`src/design/pclt_pkg.sv`:
```
`timescale 1ns / 1ps
// Shared types and constants for the per-config packet loss tracker.
// No dependencies; pclt_cell and the top level import this package.
package pclt_pkg;

  localparam int TABLE_DEPTH_DEF = 256;
  localparam logic [31:0] BASE_UNSET = 32'hFFFF_FFFF;
  localparam logic [7:0] MIN_LENGTH = 8'd6;  // lengths at or below this are dropped

  // Frame context broadcast to every cell while a search runs.
  typedef struct packed {
    logic [7:0]  cfg;
    logic [31:0] id;
    logic [31:0] base;
    logic        gt;     // id above base
  } query_t;

  // Search token handed from cell to cell.
  typedef struct packed {
    logic        valid;
    logic        done;      // some cell claimed the frame
    logic        appended;  // claiming cell took a fresh entry
    logic        report;    // a result word must go out
    logic [31:0] pass;
    logic [31:0] fail;
  } tok_t;

  // One result word.
  typedef struct packed {
    logic [7:0]  cfg;
    logic [31:0] id;
    logic [31:0] pass;
    logic [31:0] fail;
  } res_t;

endpackage

```
`src/design/pclt_cell.sv`:
```
`timescale 1ns / 1ps
// One table entry of the tracker: key, last id and the two totals.
// Depends on pclt_pkg.
module pclt_cell import pclt_pkg::*; #(
  parameter int DEPTH = TABLE_DEPTH_DEF,
  parameter int INDEX = 0,
  localparam int CW = $clog2(DEPTH + 1)
) (
  input  logic          clk,
  input  logic          rst,
  input  query_t        query,
  input  logic [CW-1:0] count,
  input  tok_t          tok_in,
  output tok_t          tok_out
);

  localparam logic [CW-1:0] MY_IDX = CW'(INDEX);

  logic [7:0]  key;
  logic [31:0] last_id;
  logic [31:0] fail;
  logic [31:0] pass;

  logic        occupied;
  logic        live;
  logic        hit;
  logic        append;
  logic        match;
  logic [31:0] last_eff;
  logic [31:0] fail_eff;
  logic [31:0] pass_eff;
  logic [31:0] fail_sum;
  logic [31:0] pass_sum;

  always_comb begin
    occupied = MY_IDX < count;
    live     = tok_in.valid && !tok_in.done;
    hit      = live && occupied && (key == query.cfg);
    append   = live && !occupied && (MY_IDX == count);
    match    = hit || append;
    last_eff = append ? query.base : last_id;
    fail_eff = append ? 32'd0 : fail;
    pass_eff = append ? 32'd0 : pass;
    // gap = id - last - 1 = id + ~last
    fail_sum = fail_eff + query.id + ~last_eff;
    pass_sum = pass_eff + 32'd1;
  end

  always_ff @(posedge clk) begin
    if (append) begin
      key <= query.cfg;
    end
    if (match && query.gt) begin
      last_id <= query.id;
      fail    <= fail_sum;
      pass    <= pass_sum;
    end else if (append) begin
      last_id <= query.base;
      fail    <= 32'd0;
      pass    <= 32'd0;
    end
  end

  always_ff @(posedge clk) begin
    if (rst) begin
      tok_out <= '0;
    end else begin
      tok_out <= tok_in;
      if (match) begin
        tok_out.done     <= 1'b1;
        tok_out.appended <= append;
        tok_out.report   <= query.gt;
        tok_out.pass     <= pass_sum;
        tok_out.fail     <= fail_sum;
      end
    end
  end

endmodule

```
`config.mk`:
```
export PLATFORM = sky130hd
export DESIGN_NAME = pclt_cell
export DESIGN_NICKNAME = d
export VERILOG_FILES = /design/src/design/pclt_pkg.sv /design/src/design/pclt_cell.sv
export SDC_FILE = /design/constraint.sdc
export NUM_CORES = 1
export LEC_CHECK = 0
export BUFFER_PORTS_ARGS = -buffer_cell sky130_fd_sc_hd__buf_2
export CAP_MARGIN = 5
export CORE_UTILIZATION = 40
export DETAILED_ROUTE_END_ITERATION = 8
export PLACE_DENSITY = 0.7
export SLEW_MARGIN = 10
export SYNTH_ARGS = -nofsm -noshare
export SYNTH_HDL_FRONTEND = slang
export SYNTH_SLANG_ARGS = --single-unit
```
`constraint.sdc`:
```
create_clock -name clk -period 4.7 [get_ports clk]
set_input_delay 0.235 -clock clk [delete_from_list [all_inputs] [get_ports clk]]
set_output_delay 0.235 -clock clk [all_outputs]
set_load 0.03 [all_outputs]
```
==> impl_metrics.ini <==
[synthesis]
synthCells = 1061
yosys_most_used_dff = dfxtp_1
synth-simple-area-share_pct = 20.4
synthAdderAreaFrac_pct = 10.9
synth_top_family_by_area = simple AND/OR/NAND/NOR gates
yosysTopAreaCell = dfxtp_1
synth_cell_types = 75
synth_top_area_share_pct = 34.8
synth_compound_area_share_pct = 16.5
muxShareOfSynthArea_pct = 4.23
avgSynthCellArea_um2 = 8.90
yosysSeqAreaShare_pct = 37.3
yosys.cell_count.top_type = dfxtp_1
yosysWarnings = 0
ys_ff_latch = 172
syn_area_mm2 = 0.00944
async_flop_share_pct = 0
synth-xor-area-share_pct = 7.89
synth_fp_nets = 1276
synth-edff-count = 8
synthTopCellsByCount = dfxtp_1, nor2_1, nand2_1
synth_area_leaders = dfxtp_1, fa_1, a21oi_1, nor2_1, xor2_1

[clock_network]
cts-root-buf = clkbuf_16
htreeDepth = 4
clk_pin_slew_worst_paths_ns = 0.07
numCtsBuffers = 17
clkSinkCount = 172
cts_setup_buffers = 0
cts_tree = done
clk_path_buf_depth = 2
clock_latency_ns = 0.43

[detailed_routing]
detail_route.iter0.violations = 423
viasPerCell = 5.12
drc = 0
firstDrtPassIters = 4
drtAntennaViolNets = 0
vias = 8142
wl_um = 24900
wl_per_cell_um = 15.6

[timing]
clock.fmax_mhz = 243
drv_slew = 0
grt_setup_unrepaired = no
setup_viol = 0
slew_headroom_pct = 24.7
timing.final.ws_setup_ns = 0.580
final_hold_viol_count = 0
timing.final.crit_period_ns = 4.12
fin_skew_ns = 0.0123
worst_slew_pin_slew_ns = 1.13
setup_tns_ns = 0
finalCritPeriodShare_pct = 87.7

[pwr]
p_int_mw = 2.75
seqPwrFrac_pct = 39.7
p_sw_share_pct = 29.1
pwr-share-comb_pct = 22.1
ir_worst_vdd_mv = 0.165
power.density_mw_per_mm2 = 336
power_switching_mw = 1.13
leakage_nw = 4.94
clkPwrFrac_pct = 38.2

[floorplanning]
die_h_um = 156
die_area_mm2 = 0.0242
num_io_pins = 220
die_w_um = 156
start_util_pct = 41.2
core_mm2 = 0.0229
row_count = 55

[worst_setup_path]
r2r-start = last_id[1]$_DFF_P_
cp_max_fo = 10
critPathSlowestCell = fa_1
cp-end-kind = flip-flop
reg2reg_depth = 12
r2r_end = tok_out[31]$_SDFF_PP0_
worstPathRequired_ns = 5.02
path_cells = buf_2 -> nor4_1 -> nand4_1 -> clkinv_2 -> buf_4 -> mux2i_1 -> fa_1 -> ha_1 -> and3_4 -> and3_1 -> nand3_2 -> a211oi_2 -> nor4b_1 -> o31a_1 -> nand2b_4 -> o311a_1
cp.arrival_ns = 4.44
start_kind = input port
crit_type = input port to flip-flop
worst-r2r-setup-slack_ns = 1.29
critPathMaxStageDelay_ns = 0.45

[global_routing]
grt_pass1_vias = 7799
gr-total-overflow = 0
grt_max_degree = 116
antenna_found_initial = 2
grt_pass1_wl_um = 39700
grt_util_all_layers_pct = 20.7

[placed_design]
dp_hpwl_um = 18200
io_buffers = 219
gp_congestion = 0.858
dp_slack_ns = 0.165

[min_path]
min_to = key[6]$_DFFE_PP_
worstHoldPathCells = 1
worstHoldStart = query[71]
holdCritPathClass = input port to flip-flop

[final_layout]
fin_nets = 1477
drive_gt1_share_pct = 24.2
area_delta_synth_final_pct = 22.1

[outcome]
status = completed

[flow_run]
cap_viol_max_count = 0
-- critical path, delay by kind of cell --
kind / cells / cell delay (ns)
simple gates: 7 / 1.47
compound gates: 3 / 1.00
fa+ha+maj: 2 / 0.83
buf+inv: 3 / 0.60
mux: 1 / 0.28
-- worst max-delay path by stage --
stage              from                      to  slack, ns  cells past startpoint
6_report       count[4]  tok_out[31]$_SDFF_PP0_       0.58                     16
5_1_grt        count[4]        fail[31]$_DFF_P_       0.36                     16
4_1_cts        count[4]  tok_out[31]$_SDFF_PP0_       0.60                     16
3_5_place_dp   count[4]  tok_out[31]$_SDFF_PP0_       0.17                     16
3_3_place_gp   count[4]  tok_out[31]$_SDFF_PP0_       0.20                     16
2_1_floorplan  count[4]  tok_out[31]$_SDFF_PP0_       0.60                     15
-- kinds of logic after synthesis --
group / after synthesis
DFF: 172
adders and majority gates: 63
xor gates and xnor gates: 85
muxes: 39
and+or+nand+nor: 387
AOI/OAI and AO/OA: 247
buffers and inverters: 68
-- repair_timing --
action	4_1_cts	5_1_grt
hold buffers	5	0
endpoints found under the hold margin	5	0
resized for setup	0	0
-- state kept, by name (all words and copies together), names as in the netlist --
name and cells:
fail 32, tok_out 68, last_id 32, pass 32, key 8
-- layout make-up --
cell class                      count  area, um^2
Inverter                           11        42.5
Clock buffer                       24         513
Tap cell                          313         392
Multi-Input combinational cell    821        5670
Sequential cell                   172        3520
Fill cell                        2187       11400
Timing Repair Buffer              239        1270
Clock inverter                      8         103
Antenna cell                        2        5.00
-- power by group through the flow --
stage / clock, mW / combinational (mW) / sequential, mW
final: 1.48 / 0.857 / 1.54
after global routing: 1.58 / 0.943 / 1.54
after CTS: 1.51 / 0.856 / 1.54
after detailed placement: 0 / 0.844 / 1.57
after global placement: 0 / 0.831 / 1.57
after floorplan: 0 / 0.533 / 1.63
-- layer usage --
metal | wire (um) | global-route usage (%)
met2 | 11900 | 35.3
met4 | 531 | 7.42
met5 | 0 | 0
met1 | 11400 | 26.6
met3 | 1000 | 2.89
-- stage by stage --
stage                     utilization, %  cells  instance area, um^2  total power [mW]  hold slack, ns
after floorplan                        -   1061                 9440              2.17           0.334
after global placement              47.4   1551                10900              2.40           0.441
after detailed placement            47.4   1551                10900              2.42           0.445
after CTS                           50.3   1588                11500              3.91         0.00245
after global routing                50.3   1590                11500              4.06         0.00285
final                               50.3   1590                11500              3.88          0.0180
-- cells in the final DEF (no fill, tap or decap), types with 18 or more instances in the layout --
| cell | count |
|---|---|
| ha_1 | 31 |
| a21oi_1 | 97 |
| mux2i_1 | 32 |
| nand3_1 | 31 |
| nand2_1 | 115 |
| fa_1 | 32 |
| buf_2 | 219 |
| o21ai_0 | 49 |
| nor2_1 | 117 |
| xor2_1 | 50 |
| dfxtp_1 | 164 |
| a21o_1 | 28 |
| a211oi_1 | 22 |
| xnor2_1 | 35 |
| and2_1 | 36 |
| clkbuf_16 | 18 |
(Power assumes the default switching activity.)
